### config.mk
export PLATFORM = sky130hd
export DESIGN_NAME = ffsa_cmd_fifo
export DESIGN_NICKNAME = d
export VERILOG_FILES = /design/src/ffsa_pkg.sv /design/src/ffsa_cmd_fifo.sv
export SDC_FILE = /design/constraint.sdc
export NUM_CORES = 1
export LEC_CHECK = 0
export ABC_CLOCK_PERIOD_IN_PS = 2500
export BUFFER_PORTS_ARGS = -buffer_cell sky130_fd_sc_hd__buf_2
export CORE_AREA = 2 2 78 80
export DETAILED_ROUTE_END_ITERATION = 6
export DIE_AREA = 0 0 80 82
export PLACE_DENSITY_LB_ADDON = 0.1
export SKIP_CTS_REPAIR_TIMING = 1
export SLEW_MARGIN = 20
export SYNTH_ARGS = -nofsm -noshare
export SYNTH_HDL_FRONTEND = slang
export SYNTH_SLANG_ARGS = --single-unit
### constraint.sdc
create_clock -name clk -period 2.5 [get_ports clk]
set_clock_uncertainty 0.1 [all_clocks]
set_input_delay 0.25 -clock clk [delete_from_list [all_inputs] [get_ports clk]]
set_output_delay 0.25 -clock clk [all_outputs]
set_load 0.1 [all_outputs]
### src/ffsa_pkg.sv
// ----------------------------------------------------------------------------
// ffsa_pkg
// Shared types and constants of the first-fit slot allocator.
// ----------------------------------------------------------------------------
`default_nettype none

package ffsa_pkg;

	// Defaults of the top level parameters
	localparam int MAX_SLOTS_DEF  = 256;
	localparam int OWNER_BITS_DEF = 16;

	// Fixed field widths of the stream and configuration ports
	localparam int OP_W        = 2;
	localparam int SLOT_W      = 8;
	localparam int OWNER_W     = 16;
	localparam int STATUS_W    = 3;
	localparam int COUNT_W     = 9;
	localparam int IN_TDATA_W  = 32;
	localparam int OUT_TDATA_W = 48;
	localparam int CFG_IDX_W   = 1;
	localparam int CFG_DATA_W  = 9;

	// Room for any latched capacity over the whole parameter range
	localparam int CAP_BITS = 17;

	// Free-slot search works on groups of this many slots
	localparam int GROUP_BITS = 4;
	localparam int GROUP_SIZE = 16;

	localparam logic [CFG_DATA_W-1:0] CAPACITY_RESET = 9'd256;

	typedef enum logic [OP_W-1:0] {
		OP_ALLOC   = 2'd0,
		OP_RELEASE = 2'd1,
		OP_READ    = 2'd2,
		OP_NONE    = 2'd3
	} op_t;

	typedef enum logic [CFG_IDX_W-1:0] {
		REG_CAPACITY      = 1'b0,
		REG_TABLE_PRESENT = 1'b1
	} cfg_reg_t;

	typedef enum logic [STATUS_W-1:0] {
		ST_OK           = 3'd0,
		ST_NO_TABLE     = 3'd1,
		ST_BAD_SLOT     = 3'd2,
		ST_BAD_ID       = 3'd3,
		ST_ALREADY_FREE = 3'd4,
		ST_FULL         = 3'd5
	} status_t;

	typedef enum logic [2:0] {
		CMD_NO_TABLE = 3'd0,
		CMD_BAD_ID   = 3'd1,
		CMD_BAD_SLOT = 3'd2,
		CMD_ALLOC    = 3'd3,
		CMD_RELEASE  = 3'd4,
		CMD_READ     = 3'd5,
		CMD_NOP      = 3'd6
	} cmd_kind_t;

	typedef struct packed {
		cmd_kind_t           kind;
		logic [SLOT_W-1:0]   slot;
		logic [OWNER_W-1:0]  owner;
	} cmd_t;

	typedef struct packed {
		logic                present;
		logic [CAP_BITS-1:0] active_cap;
	} tbl_info_t;

	typedef enum logic {
		ENG_IDLE = 1'b0,
		ENG_EXEC = 1'b1
	} eng_state_t;

endpackage

`default_nettype wire

### src/ffsa_cmd_fifo.sv
// ----------------------------------------------------------------------------
// ffsa_cmd_fifo
// Two-entry queue of classified commands between front and engine.
// ----------------------------------------------------------------------------
`default_nettype none

module ffsa_cmd_fifo (
	input  wire                   clk,
	input  wire                   arst_n,
	input  wire                   push,
	input  wire  ffsa_pkg::cmd_t  push_cmd,
	output logic                  full,
	input  wire                   pop,
	output logic                  head_valid,
	output ffsa_pkg::cmd_t        head
);
	import ffsa_pkg::*;

	cmd_t        entry_q [2];
	logic        wr_ptr_q;
	logic        rd_ptr_q;
	logic [1:0]  count_q;

	assign full       = (count_q == 2'd2);
	assign head_valid = (count_q != 2'd0);
	assign head       = entry_q[rd_ptr_q];

	always_ff @(posedge clk) begin
		if (push) begin
			entry_q[wr_ptr_q] <= push_cmd;
		end
	end

	always_ff @(posedge clk or negedge arst_n) begin
		if (!arst_n) begin
			wr_ptr_q <= 1'b0;
			rd_ptr_q <= 1'b0;
			count_q  <= 2'd0;
		end else begin
			if (push) begin
				wr_ptr_q <= ~wr_ptr_q;
			end
			if (pop) begin
				rd_ptr_q <= ~rd_ptr_q;
			end
			case ({push, pop})
				2'b10:   count_q <= count_q + 2'd1;
				2'b01:   count_q <= count_q - 2'd1;
				default: count_q <= count_q;
			endcase
		end
	end

endmodule

`default_nettype wire

* Word level (Yosys, flattened, before mapping)
Memory sizes are Yosys's and may differ from the RTL's.
Cells that the tools add are included.
** Storage, ports and cells
- RAM bits :: 54
- Input bits :: 31
- Output and inout port bits :: 29
- Word-level logic and storage cells :: 16
- Register bits :: 4
- Memories :: 1
** Memory list
- entry_q :: depth 2, width 27, rd ports 1, clocked after Yosys merged registers in 0, wr ports 1, RTL line ffsa_cmd_fifo.sv:19 : cmd_t entry_q [2];
** Cells by class
- Reduce and logical (&&, ||, !) cells :: 2
- Bitwise operators :: 2
- Equal/unequal tests :: 3
- Add/sub/neg operators :: 2
- Muxes and demuxes :: 3
** Operator list (number)
- $eq A2 B2 Y1 const B :: 2
- $pmux W2 S2 :: 1
- $reduce_bool A2 Y1 :: 2
- $add A2 B1 Y2 const B :: 1
- $eq A2 B1 Y1 const B :: 1
- $mux W1 :: 2
- $not A1 Y1 :: 2
- $sub A2 B1 Y2 const B :: 1

* Depth between registers and ports, before layout
- Depth after elaboration :: 2
- Depth in mapped cells :: 5
- Gate-level depth less buffers :: 5

* Least setup slack after synthesis
OpenSTA, ideal clock, no wires.
- Kind :: register -> output
- From :: register count_q[0]
- To :: output full
- Data arrival time :: 1749 ps
- Path buffers :: 0
- Slack :: 401 ps
- Stages on the path, launching flop included :: 2
- Data required time :: 2150 ps
- Cell sequence :: dfrtp_1 nor2b_1
** Between the ends
- Cells in the longest elaborated chain, start to end :: 1
** RTL lines
- start: declaration :: RTL line ffsa_cmd_fifo.sv:22 : logic [1:0] count_q;
- start signal: assignment :: RTL line ffsa_cmd_fifo.sv:47 : 2'b10: count_q <= count_q + 2'd1;
- start signal: assignment :: RTL line ffsa_cmd_fifo.sv:48 : 2'b01: count_q <= count_q - 2'd1;
- start signal: assignment :: RTL line ffsa_cmd_fifo.sv:49 : default: count_q <= count_q;
- $eq A2 B2 Y1 :: RTL line ffsa_cmd_fifo.sv:24 : assign full = (count_q == 2'd2);
- end: declaration :: RTL line ffsa_cmd_fifo.sv:12 : output logic full,
No other way between the ends.

==> results.json <==
{
  "status": "finished clean",
  "coreArea_mm2": 0.005746,
  "synthCells": 100,
  "firstDrtPassIters": 4,
  "gp_congestion": 0.6419,
  "dpl.hpwl_mm": 2.469,
  "endpoint_kind": "output pin",
  "fin_crit_ns": 2.302,
  "io_pins": 60,
  "relSlewSlack_pct": 45.40,
  "global_route.usage.total_pct": 11.87,
  "grt.overflow.total": 0,
  "die-width_um": 80,
  "worst_slew_pin_slew_ns": 0.8190,
  "drc": 0,
  "cp_max_fo": 28,
  "synthFlopType": "edfxtp_1",
  "clock-sinks": 58,
  "die_area_mm2": 0.006560,
  "avgRoutedWirePerCell_um": 14.45,
  "critPathLaunchType": "flop",
  "rows": 28,
  "fillerInstances": 521,
  "cts.htree.levels": 3,
  "clock_latency_ns": 0.32,
  "antenna_found_initial": 0,
  "synth_async_sr_flop_share_pct": 6.897,
  "synth_nets": 132,
  "syn_area_mm2": 0.002235,
  "final_antenna_net_count": 0,
  "grt_max_degree": 29,
  "yosysSeqAreaShare_pct": 77.04,
  "numCtsBuffers": 9,
  "area_growth_pct": 24.30,
  "multi_input_area_um2": 460.4,
  "avgSynthCellArea_um2": 22.35,
  "antenna_cells": 0,
  "vias": 1123,
  "port_buffers": 59,
  "avgViaCountPerCell": 4.439,
  "drv_cap": 0,
  "die_height_um": 82,
  "max_freq_ghz": 0.4345,
  "rsz0062_at_grt": "false",
  "num-nets-final": 205,
  "clock_path_buffers": 2,
  "synth-seq-cells": 58,
  "clockRootBuffer": "clkbuf_8",
  "synth_edf_count": 54,
  "grt_pass1_vias": 1154,
  "cp.arrival_ns": 1.95,
  "initial_utilization_pct": 38.89,
  "register_area_mm2": 0.001723,
  "finalSetupViolCount": 0,
  "hold_class": "input port to flop",
  "layout-drive-gt1-share_pct": 57.87,
  "grt_pass1_wl_mm": 5.430,
  "cts_tree": "done",
  "fin_crit_sh_pct": 92.06,
  "yosysWarnings": 0,
  "hold_viol": 0,
  "drtIter0Drc": 55,
  "cp.required_ns": 2.15,
  "crit_type": "flop to output pin",
  "ys_types": 14,
  "timing.setup.tns_ns": 0,
  "drv_slew": 0,
  "clkTransAtPathRegs_ns": 0.06,
  "totalWireLength_mm": 3.656
}
[worst paths after layout]
path	start	endpoint	slack (ns)	depth (start not counted)
worst max-delay path	rd_ptr_q	head[2]	0.20	2
worst min-delay path	push_cmd[4]	entry_q[1][4]	0.01	1
worst max register to register	wr_ptr_q	entry_q[0][12]	0.95	2
worst min register to register	count_q[1]	count_q[1]	0.39	1
max in group asynchronous	arst_n	rd_ptr_q	2.01	2
min in group asynchronous	arst_n	count_q[0]	0.15	2
[per-layer routing]
layer	routed length, um	up-vias	GRT usage (%)
li1	-	533	-
met1	1474	545	12.81
met2	1862	36	19.00
met3	235	9	4.396
met4	83	0	9.153
met5	0	-	0
[worst max-delay path, stage by stage, from the launching register on]
cell     delay (ns)
dfrtp_2        0.90
mux2_2         0.30
buf_2          0.42
[cell type report]
class | instances | area share (%)
clock buffers | 10 | 4.595
clock inverters | 6 | 0.8559
inverters | 1 | 0.1351
multi-input cells | 38 | 16.58
flip-flops and latches | 58 | 62.03
well taps | 75 | 3.378
repair buffers | 65 | 12.43
[registers in the layout, summed over array words and instances, names as in the netlist]
register	cells
rd_ptr_q	1
count_q	2
entry_q	54
wr_ptr_q	1
[synthesized netlist by cell type, types with 2 or more instances]
| cell type | instances | area (um^2) |
|---|---|---|
| xor2_1 | 3 | 26.28 |
| dfrtp_1 | 4 | 100.1 |
| mux2_4 | 19 | 285.3 |
| edfxtp_1 | 54 | 1622 |
| buf_12 | 2 | 40.04 |
| mux2_2 | 8 | 90.09 |
| xnor2_1 | 2 | 17.52 |
| nor2_1 | 2 | 7.510 |
[placed cells by master (no fill, tap or decap), drive strengths merged]
cell type	netlist	routed
and2	1	1
buf	3	63
clkbuf	0	10
clkinv	0	6
dfrtp	4	4
dlygate4sd3	0	2
edfxtp	54	54
ha	1	1
inv	1	1
mux2	27	27
nor2	2	2
nor2b	1	1
or2	1	1
xnor2	2	2
xor2	3	3
[cells by family after synthesis]
group | after synthesis | synth area share, %
fa+ha+maj | 1 | 0.5598
buf+inv | 4 | 2.463
flops | 58 | 77.04
xor+xnor | 5 | 1.960
mux | 27 | 16.80
simple gates | 5 | 1.176
[stage by stage]
stage / hold slack [ns] / utilization, % / worst slack (ns) / cell area, um^2 / std cells
CTS: -0.3969 / 48.00 / 0.1366 / 2758 / 251
detailed placement: -0.03893 / 45.36 / 0.4899 / 2606 / 235
floorplan: -0.1456 / - / 0.4006 / 2235 / 100
finish: 0.01064 / 48.34 / 0.1984 / 2778 / 253
global route: 0.0001746 / 48.34 / 0.07587 / 2778 / 253
global placement: -0.04209 / 45.36 / 0.5164 / 2606 / 235
Power is left out: the tool's default activity adds up to more than one toggle a clock period on the data nets, which glitch-free logic cannot reach.
