File: config.mk
export PLATFORM = sky130hd
export DESIGN_NAME = ffsa_front
export DESIGN_NICKNAME = d
export VERILOG_FILES = /design/src/ffsa_pkg.sv /design/src/ffsa_front.sv
export SDC_FILE = /design/constraint.sdc
export NUM_CORES = 1
export LEC_CHECK = 0
export BUFFER_PORTS_ARGS = -buffer_cell sky130_fd_sc_hd__buf_2
export CORE_UTILIZATION = 28
export CTS_CLUSTER_DIAMETER = 120
export DETAILED_ROUTE_END_ITERATION = 10
export PLACE_DENSITY = 0.87
export SYNTH_ARGS = -nofsm -noshare
export SYNTH_HDL_FRONTEND = slang
export SYNTH_SLANG_ARGS = --single-unit
File: constraint.sdc
create_clock -name clk -period 1.6 [get_ports clk]
set_clock_uncertainty 0.15 [all_clocks]
set_input_delay 0.16 -clock clk [delete_from_list [all_inputs] [get_ports clk]]
set_output_delay 0.16 -clock clk [all_outputs]
set_load 0.005 [all_outputs]
File: src/ffsa_pkg.sv
// ----------------------------------------------------------------------------
// ffsa_pkg
// Shared types and constants of the first-fit slot allocator.
// ----------------------------------------------------------------------------
`default_nettype none

package ffsa_pkg;

	// Defaults of the top level parameters
	localparam int MAX_SLOTS_DEF  = 256;
	localparam int OWNER_BITS_DEF = 16;

	// Fixed field widths of the stream and configuration ports
	localparam int OP_W        = 2;
	localparam int SLOT_W      = 8;
	localparam int OWNER_W     = 16;
	localparam int STATUS_W    = 3;
	localparam int COUNT_W     = 9;
	localparam int IN_TDATA_W  = 32;
	localparam int OUT_TDATA_W = 48;
	localparam int CFG_IDX_W   = 1;
	localparam int CFG_DATA_W  = 9;

	// Room for any latched capacity over the whole parameter range
	localparam int CAP_BITS = 17;

	// Free-slot search works on groups of this many slots
	localparam int GROUP_BITS = 4;
	localparam int GROUP_SIZE = 16;

	localparam logic [CFG_DATA_W-1:0] CAPACITY_RESET = 9'd256;

	typedef enum logic [OP_W-1:0] {
		OP_ALLOC   = 2'd0,
		OP_RELEASE = 2'd1,
		OP_READ    = 2'd2,
		OP_NONE    = 2'd3
	} op_t;

	typedef enum logic [CFG_IDX_W-1:0] {
		REG_CAPACITY      = 1'b0,
		REG_TABLE_PRESENT = 1'b1
	} cfg_reg_t;

	typedef enum logic [STATUS_W-1:0] {
		ST_OK           = 3'd0,
		ST_NO_TABLE     = 3'd1,
		ST_BAD_SLOT     = 3'd2,
		ST_BAD_ID       = 3'd3,
		ST_ALREADY_FREE = 3'd4,
		ST_FULL         = 3'd5
	} status_t;

	typedef enum logic [2:0] {
		CMD_NO_TABLE = 3'd0,
		CMD_BAD_ID   = 3'd1,
		CMD_BAD_SLOT = 3'd2,
		CMD_ALLOC    = 3'd3,
		CMD_RELEASE  = 3'd4,
		CMD_READ     = 3'd5,
		CMD_NOP      = 3'd6
	} cmd_kind_t;

	typedef struct packed {
		cmd_kind_t           kind;
		logic [SLOT_W-1:0]   slot;
		logic [OWNER_W-1:0]  owner;
	} cmd_t;

	typedef struct packed {
		logic                present;
		logic [CAP_BITS-1:0] active_cap;
	} tbl_info_t;

	typedef enum logic {
		ENG_IDLE = 1'b0,
		ENG_EXEC = 1'b1
	} eng_state_t;

endpackage

`default_nettype wire

File: src/ffsa_front.sv
// ----------------------------------------------------------------------------
// ffsa_front
// Takes request transfers and classifies them against the table state:
// no table, bad owner id and bad slot are settled here.
// ----------------------------------------------------------------------------
`default_nettype none

module ffsa_front #(
	parameter int OWNER_BITS = ffsa_pkg::OWNER_BITS_DEF
) (
	input  wire                                 clk,
	input  wire                                 arst_n,
	input  wire                                 s_axis_tvalid,
	output logic                                s_axis_tready,
	// op [1:0], slot_index [9:2], owner_id [25:10], zero [31:26]
	input  wire  [ffsa_pkg::IN_TDATA_W-1:0]     s_axis_tdata,
	input  wire  ffsa_pkg::tbl_info_t           info,
	input  wire                                 q_full,
	output logic                                q_push,
	output ffsa_pkg::cmd_t                      q_cmd
);
	import ffsa_pkg::*;

	op_t                 op;
	logic [SLOT_W-1:0]   slot;
	logic [OWNER_W-1:0]  owner;
	logic [31:0]         owner_high;
	logic                id_ok;
	logic                slot_ok;
	logic                busy_q;

	assign op    = op_t'(s_axis_tdata[OP_W-1:0]);
	assign slot  = s_axis_tdata[OP_W +: SLOT_W];
	assign owner = s_axis_tdata[OP_W+SLOT_W +: OWNER_W];

	// Bits of the id above the stored owner width must be clear
	assign owner_high = {16'b0, owner} >> OWNER_BITS;
	assign id_ok      = (owner != '0) && (owner_high == '0);
	assign slot_ok    = {{(32-SLOT_W){1'b0}}, slot} < {{(32-CAP_BITS){1'b0}}, info.active_cap};

	// Registered flag that holds off s_axis right after reset
	always_ff @(posedge clk or negedge arst_n) begin
		if (!arst_n) begin
			busy_q <= 1'b1;
		end else begin
			busy_q <= 1'b0;
		end
	end

	assign s_axis_tready = !q_full && !busy_q;
	assign q_push        = s_axis_tvalid && s_axis_tready;

	always_comb begin
		q_cmd.slot  = slot;
		q_cmd.owner = owner;
		q_cmd.kind  = CMD_NOP;
		if (!info.present) begin
			q_cmd.kind = CMD_NO_TABLE;
		end else begin
			unique case (op)
				OP_ALLOC:   q_cmd.kind = id_ok ? CMD_ALLOC : CMD_BAD_ID;
				OP_RELEASE: q_cmd.kind = slot_ok ? CMD_RELEASE : CMD_BAD_SLOT;
				OP_READ:    q_cmd.kind = slot_ok ? CMD_READ : CMD_BAD_SLOT;
				default:    q_cmd.kind = CMD_NOP;
			endcase
		end
	end

endmodule

`default_nettype wire

# --- Yosys cells after proc, flatten, opt, wreduce, memory -nomap -nowiden ---
# Cells that the tools add are included.
totals:
  regBits: 1
  output_inout_bits: 29
  in_bits: 54
  word_cells: 15
classes:
  eq_ne: 2
  n_mux: 5
  n_lt_le_gt_ge: 1
  reduce_logical: 6
ops:
  columns: ["cell", "count"]
  rows:
  - ["$lt A8 B17 Y1", 1]
  - ["$reduce_bool A16 Y1", 1]
  - ["$mux W3", 3]
  - ["$pmux W3 S3", 1]
  - ["$eq A2 B1 Y1 const B", 1]
  - ["$eq A2 B2 Y1 const B", 1]
  - ["$logic_and A1 B1 Y1", 2]
  - ["$logic_not A1 Y1", 2]
  - ["$logic_not A2 Y1", 1]
  - ["$mux W2", 1]

# --- Longest topological paths before layout ---
# Gate-level depths: netlist of the first run.
depth:
  ltp_word: 4
  mapped_depth: 7
  mapped_depth_nobuf: 7

# --- Worst setup path before layout of the first run ---
# No wires, ideal clock.
synth_path:
  path_kind: "input to output"
  start: "input port info[6] in the netlist's numbering"
  end: "output port q_cmd[25] in the netlist's numbering"
  path_stages: 7
  path_slack_ns: 0.103
  path_buffers: 0
  arrival_time_ns: 1.187
  required_time_ns: 1.290
  cell_sequence: "inv_1 -> ha_1 -> a211oi_2 -> o32ai_1 -> a21oi_2 -> nor2_2 -> o221a_1"
synth_lines:
  columns: ["element", "line_no", "text"]
  rows:
  - ["start, declared", "ffsa_front.sv:17", "input wire ffsa_pkg::tbl_info_t info,"]
  - ["end, declared", "ffsa_front.sv:20", "output ffsa_pkg::cmd_t q_cmd"]

==> tab_implementation.tex, run 1 <==
\begin{tabular}{lr}
\hline
Metric & Value \\
\hline
\multicolumn{2}{l}{\textbf{Detailed routing}} \\
Drt initial violations & 4 \\
Drt drc & 0 \\
Avg WL per Cell & approximately 10 um \\
1st-pass router iterations & 4 \\
Post-route ant nets & 0 \\
Routed Wire Length & approximately 1500 um \\
Count of vias placed by the detailed router & around 660 \\
DR vias/cell & roughly 4.4 \\
\multicolumn{2}{l}{\textbf{Power}} \\
Leak Pwr & about 0.47 nW \\
Overall power consumption & between 0.2 and 0.25 mW \\
Pwr/cell area & $\sim$270 nW/um\^{}2 \\
Worst vdd rail ir drop & a little over 200 uV \\
\multicolumn{2}{l}{\textbf{Placed design}} \\
Pre-CTS worst setup slack & -200 ps \\
Placed standard-cell area & $\sim$750 um\^{}2 \\
Count of input and output buffers & 76 \\
HPWL after detailed placement & about 1200 um \\
Final weighted congestion of routability-driven global placement & 0.644 \\
\multicolumn{2}{l}{\textbf{Min path}} \\
Min-Delay Path Depth & 2 \\
Class of the tightest hold or removal check & in2out \\
\multicolumn{2}{l}{\textbf{Yosys}} \\
Post-synthesis mux area share & 0\% \\
Count of cell types in the netlist & 24 \\
Synth Area in Simple Gates & a little over a fifth \\
Fraction of post-synthesis cell area in the top cell type by area & a little over a third \\
Area of the mapped netlist & between 500 and 600 um\^{}2 \\
FF+latch count, synth & 1 \\
Synthesized Nets & $\sim$130 \\
Synthesized-area fraction occupied by ao, oa, aoi and oai cells & 13.4\% \\
Cells taking the most area after synthesis & sky130\_fd\_sc\_hd\_\_buf\_4 35\%, sky130\_fd\_sc\_hd\_\_ha\_1 17\%, sky130\_fd\_sc\_hd\_\_nor4\_1 6.1\% \\
Number of flops mapped to enable cells by yosys & 0 \\
Dominant combinational cell family by area after synthesis & buffers and inverters \\
Sequential share of the synthesized area & 5.11\% \\
Biggest area consumer among synthesized cells & sky130\_fd\_sc\_hd\_\_buf\_4 \\
Most used flip-flop cell after synthesis & sky130\_fd\_sc\_hd\_\_dfstp\_2 \\
Post-synthesis share of cell area spent on xor and xnor gates & 1.70\% \\
Adder-Cell Fraction of Synth Area & between 10\% and 20\% \\
Gate Count Post-Synth & 70 \\
Share of synthesized flip-flops with an asynchronous set or reset & 100\% \\
Yosys warning count & 0 \\
Mean instance size in the synthesized netlist & roughly 7.3 um\^{}2 \\
\multicolumn{2}{l}{\textbf{Setup path}} \\
Cell class contributing the biggest share of worst-path delay & compound AO/OA/AOI/OAI gates \\
Startpoint types & input port \\
Type of destination of the critical path & primary output \\
Critical-path cell list & buf\_6 > inv\_4 > ha\_4 > a211oi\_4 > o32ai\_2 > a21oi\_2 > nor2\_2 > o221a\_1 > buf\_2 \\
Crit path DAT & approximately 1400 ps \\
Critical path class & in2out \\
Highest fanout seen on the critical path & 2 \\
Worst EP required & between 1000 and 1500 ps \\
Number of cells on the critical path & 9 \\
Number of buffers and inverters on the critical path & 3 \\
Critical-path top delay cell & sky130\_fd\_sc\_hd\_\_o221a\_1 \\
Peak per-stage delay on the critical path & roughly 250 ps \\
\multicolumn{2}{l}{\textbf{Finish}} \\
Ant. Diodes & 0 \\
Post-layout instance area & 886 um\^{}2 \\
Share of final-layout standard cells stronger than drive strength 1 & 76.6\% \\
Commonest non-fill, non-tap cell in the layout & sky130\_fd\_sc\_hd\_\_buf\_2 \\
Flip-flop count of the largest register after layout & 1 \\
Reg with most FFs & busy\_q \\
Biggest registers after layout & busy\_q: 1 flops \\
Number of fillers in the final layout & 169 \\
Layout net count & around 190 \\
Growth of design area from synthesis to finish & 72.3\% \\
Commonest cells after routing, fill and taps aside & 74 x sky130\_fd\_sc\_hd\_\_buf\_2, 6 x sky130\_fd\_sc\_hd\_\_inv\_1, 5 x sky130\_fd\_sc\_hd\_\_nor4\_1, 5 x sky130\_fd\_sc\_hd\_\_ha\_4, 4 x sky130\_fd\_sc\_hd\_\_a21oi\_2 \\
\multicolumn{2}{l}{\textbf{Global route}} \\
GRT Resource Usage Total & between 10 and 15\% \\
Number of global-route vias before repair & between 600 and 700 \\
Overflow left after global routing & 0 \\
Antenna violations before repair & 0 \\
Global-route wire length before repair & slightly below 2000 um \\
Largest net degree at the start of global routing & 5 \\
\multicolumn{2}{l}{\textbf{Timing}} \\
Tcrit/Tclk final & 109\% \\
Final Hold Vio Count & 0 \\
Final setup fails & 3 \\
Min cycle time layout & between 1500 and 2000 ps \\
Unrepaired setup endpoints after global routing & true \\
Fin. max-slew vios & 0 \\
Post-Route Setup TNS & -330 ps \\
Fin worst setup slack & -148 ps \\
Maximum clock frequency & 572 MHz \\
\multicolumn{2}{l}{\textbf{Status}} \\
Failing checks & setup timing \\
Status & finished with violations \\
\multicolumn{2}{l}{\textbf{Floorplan}} \\
DIE HEIGHT & 44.9 um \\
Boundary Pins & 83 \\
Area enclosed by the die boundary & 2010 um\^{}2 \\
Core area & roughly 1700 um\^{}2 \\
Placement row count & 15 \\
Die Width & 44.9 um \\
Initial standard-cell utilization of the core & between 20\% and 30\% \\
\multicolumn{2}{l}{\textbf{Flow run}} \\
Number of max-capacitance violations reported & 0 \\
\hline
\end{tabular}
## per-stage QoR
stage | cells | hold WS [ps] | util, %
after floorplan | 70 | -138 | -
after global placement | 147 | -57.8 | 43.2
after detailed placement | 147 | -55.5 | 43.2
after CTS | 148 | 349 | 47.3
after global routing | 149 | 351 | 51.3
final | 149 | 346 | 51.3
## power by group
part           switching, mW  internal (mW)  total [mW]
sequential          0.000394         0.0280      0.0284
clock                      0              0           0
combinational         0.0887          0.120       0.208
## routing by layer
| metal | track usage [%] | routed length [um] |
|---|---|---|
| met3 | 1.20 | 120 |
| met4 | 2.42 | 0 |
| met2 | 27.9 | 922 |
| met5 | 0 | 0 |
| met1 | 10.9 | 457 |
## logic make-up (layout without fill, tap and decap cells)
family          count (synthesis)  in the layout
xor+xnor                        1              1
compound gates                  9              9
fa+ha+maj                       7              7
buf+inv                        31             85
other cells                     1              1
simple gates                   20             20
flops                           1              1
## cell type report
class	count	area [um^2]	share of cell area, %
inverter	7	28.8	3.25
multi-input combinational	38	385	43.5
tap	25	31.3	3.53
sequential	1	26.3	2.97
timing repair buffer	78	414	46.8
## Yosys cell counts, drive strengths merged (2+ instances only)
master  count
nand2       3
a211oi      2
a21oi       4
inv         7
buf        24
nor2        5
ha          7
nor4        5
## final timing paths
path | from | slack, ps | end
max in group asynchronous | arst_n | 790 | busy_q
setup / recovery | info[6] | -150 | q_cmd[25]
min in group asynchronous | arst_n | 490 | busy_q
hold / removal | s_axis_tdata[25] | 350 | q_cmd[15]
## repair_timing
| item | CTS | global route |
|---|---|---|
| pin swaps | 3 | 10 |
| setup endpoints to repair | 3 | 3 |
| endpoints found under the hold margin | 1 | 0 |
| hold buffers | 1 | 0 |
| gates resized for setup | 13 | 10 |
| buffers inserted | 0 | 1 |
| cloned | 0 | 0 |
(Power assumes the default switching activity.)
==> run 2: changes to the inputs <==
CORE_MARGIN = 8   (was unset)
MAX_ROUTING_LAYER = met4   (was unset)
TNS_END_PERCENT = 1   (was unset)
==> run 2 against run 1 <==
The flow still finishes with violations (setup timing). Sequential power about the same. Setup slack better by 4.1 ps. Via count down 4.5%. Cell area down 9.2%. Cell count down 0.67%. Flip-flop and latch count unchanged. Total power down 9.7%. Largest cell class unchanged. Highest routed layer unchanged.
==> tab_implementation.tex, run 2 (synthesis gave the netlist of run 1 again) <==
\begin{tabular}{lr}
\hline
Metric & Value \\
\hline
\multicolumn{2}{l}{\textbf{Status}} \\
Status & finished with violations \\
Failing checks & setup timing \\
\multicolumn{2}{l}{\textbf{Setup path}} \\
Highest fanout seen on the critical path & 2 (unchanged) \\
Type of destination of the critical path & primary output \\
Peak per-stage delay on the critical path & 230 ps (-20 ps) \\
Critical path launch point & info[6] \\
Critical-path top delay cell & sky130\_fd\_sc\_hd\_\_a211oi\_4 \\
Worst EP required & 1290 ps (about the same) \\
Critical-path cell list & buf\_6 > inv\_4 > ha\_4 > a211oi\_4 > o32ai\_2 > a21oi\_2 > nor2\_2 > o221a\_1 > buf\_2 \\
Crit path DAT & 1430 ps (about the same) \\
Critical path class & in2out \\
Cell class contributing the biggest share of worst-path delay & compound AO/OA/AOI/OAI gates \\
Startpoint types & input port \\
Number of buffers and inverters on the critical path & 3 (unchanged) \\
\multicolumn{2}{l}{\textbf{Finish}} \\
Commonest non-fill, non-tap cell in the layout & sky130\_fd\_sc\_hd\_\_buf\_2 \\
Reg with most FFs & busy\_q \\
Flip-flop count of the largest register after layout & 1 (unchanged) \\
Layout net count & 186 (-0.53\%) \\
Biggest registers after layout & busy\_q: 1 flops \\
Post-layout instance area & 805 um\^{}2 (-9.2\%) \\
Growth of design area from synthesis to finish & 56.4\% \\
Number of fillers in the final layout & 171 (+1.2\%) \\
Share of final-layout standard cells stronger than drive strength 1 & 69.1\% (-7.5 points) \\
Number of standard cells in the layout, taps in and fillers out & 148 (-0.67\%) \\
Commonest cells after routing, fill and taps aside & 74 x sky130\_fd\_sc\_hd\_\_buf\_2, 6 x sky130\_fd\_sc\_hd\_\_inv\_1, 5 x sky130\_fd\_sc\_hd\_\_nor4\_1, 5 x sky130\_fd\_sc\_hd\_\_ha\_1, 4 x sky130\_fd\_sc\_hd\_\_nor2\_1 \\
Ant. Diodes & 0 (unchanged) \\
\multicolumn{2}{l}{\textbf{Global route}} \\
Global-route wire length before repair & 2750 um (+39\%) \\
Number of global-route vias before repair & 672 (+9.6\%) \\
Overflow left after global routing & 0 (unchanged) \\
GRT Resource Usage Total & 9.49\% (-2.7 points) \\
Antenna violations before repair & 0 (unchanged) \\
Largest net degree at the start of global routing & 5 (unchanged) \\
\multicolumn{2}{l}{\textbf{Min path}} \\
Class of the tightest hold or removal check & in2out \\
Hold Path Origin & s\_axis\_tdata[20] \\
\multicolumn{2}{l}{\textbf{Timing}} \\
Tcrit/Tclk final & 109\% (-0.25 points) \\
Fin. max-slew vios & 0 (unchanged) \\
Final Hold Vio Count & 0 (unchanged) \\
Final setup fails & 3 (unchanged) \\
Maximum clock frequency & 573 MHz (+0.23\%) \\
Fin worst setup slack & -144 ps (+4.06 ps) \\
Unrepaired setup endpoints after global routing & true \\
Worst hold slack & 352 ps (+6.14 ps) \\
Min cycle time layout & 1740 ps (-4.06 ps) \\
\multicolumn{2}{l}{\textbf{Power}} \\
Part of the power in the clock network & 0\% (unchanged) \\
Internal cell power & 0.134 mW (-9.0\%) \\
Sw frac & 37.2\% (-0.46 points) \\
Combinational Power Share & 86.8\% (-1.2 points) \\
Switching component of the power & 0.0795 mW (-11\%) \\
Leak Pwr & 0.460 nW (-2.6\%) \\
Sequential power share & 13.2\% (+1.2 points) \\
Overall power consumption & 0.214 mW (-9.7\%) \\
Pwr/cell area & 266 nW/um\^{}2 (-0.54\%) \\
Worst vdd rail ir drop & 192 uV (-5.1\%) \\
\multicolumn{2}{l}{\textbf{Detailed routing}} \\
Drt drc & 0 (unchanged) \\
Post-route ant nets & 0 (unchanged) \\
1st-pass router iterations & 4 (unchanged) \\
Drt initial violations & 6 (+2) \\
Count of vias placed by the detailed router & 632 (-4.5\%) \\
Avg WL per Cell & 12.2 um (+21\%) \\
DR vias/cell & 4.27 (-3.9\%) \\
Routed Wire Length & 1800 um (+20\%) \\
\multicolumn{2}{l}{\textbf{Placed design}} \\
Placed standard-cell area & 746 um\^{}2 (unchanged) \\
Cell Count Post-Placement & 147 (unchanged) \\
Final weighted congestion of routability-driven global placement & 0.707 (+9.8\%) \\
Count of input and output buffers & 76 (unchanged) \\
HPWL after detailed placement & 1700 um (+41\%) \\
\multicolumn{2}{l}{\textbf{Flow run}} \\
Number of max-capacitance violations reported & 0 (unchanged) \\
\multicolumn{2}{l}{\textbf{Floorplan}} \\
Area enclosed by the die boundary & 3460 um\^{}2 (+72\%) \\
Core area & 1730 um\^{}2 (unchanged) \\
DIE HEIGHT & 58.9 um (+31\%) \\
Die Width & 58.9 um (+31\%) \\
Boundary Pins & 83 (unchanged) \\
Initial standard-cell utilization of the core & 29.8\% (unchanged) \\
Placement row count & 15 (unchanged) \\
\hline
\end{tabular}
==> run 2: cell count changes in the layout (fill, tap and decap cells not counted), sizes merged <==
cell,previous run,this run
buf,77,76
==> run 2: final timing paths <==
| path | end | slack (ps) | cells past startpoint |
|---|---|---|---|
| min in group asynchronous | busy_q | 490 | 2 |
| setup / recovery | q_cmd[25] | -140 | 9 |
| hold / removal | q_cmd[10] | 350 | 2 |
| max in group asynchronous | busy_q | 790 | 2 |
==> run 2: through the flow <==
step	TNS, ps	utilization, %	setup WS, ps
3_5_place_dp	-437	43.2	-192
4_1_cts	-302	44.5	-143
3_3_place_gp	-313	43.2	-152
6_report	-303	46.6	-144
2_1_floorplan	0	-	103
5_1_grt	-485	46.6	-205
==> run 2: area by class of cell <==
cell class	instances	area [um^2]	area share, %
Inverter	7	28.8	3.58
Timing Repair Buffer	77	403	50.1
Multi-Input combinational cell	38	315	39.2
Sequential cell	1	26.3	3.27
Tap cell	25	31.3	3.89
==> run 2: power by group through the flow <==
| stage | sequential, mW | clock (mW) | combinational [mW] |
|---|---|---|---|
| 2_1_floorplan | 0.0282 | 0 | 0.0984 |
| 3_3_place_gp | 0.0282 | 0 | 0.160 |
| 3_5_place_dp | 0.0283 | 0 | 0.167 |
| 4_1_cts | 0.0283 | 0 | 0.174 |
| 5_1_grt | 0.0284 | 0 | 0.209 |
| 6_report | 0.0282 | 0 | 0.186 |
==> run 2: repair_timing <==
| action | CTS | global route |
|---|---|---|
| gates resized for setup | 2 | 9 |
| hold buffers | 1 | 0 |
| setup buffers | 0 | 0 |
| endpoints found under the hold margin | 1 | 0 |
| setup endpoints to repair | 3 | 3 |
| pin swaps | 1 | 5 |
==> run 2: per-layer routing <==
metal	vias to the layer above	global-route usage, %	share of wire [%]
li1	323	-	-
met3	0	2.17	9.7
met1	271	8.79	34
met4	0	0	0
met2	38	19.9	57
met5	-	-	0
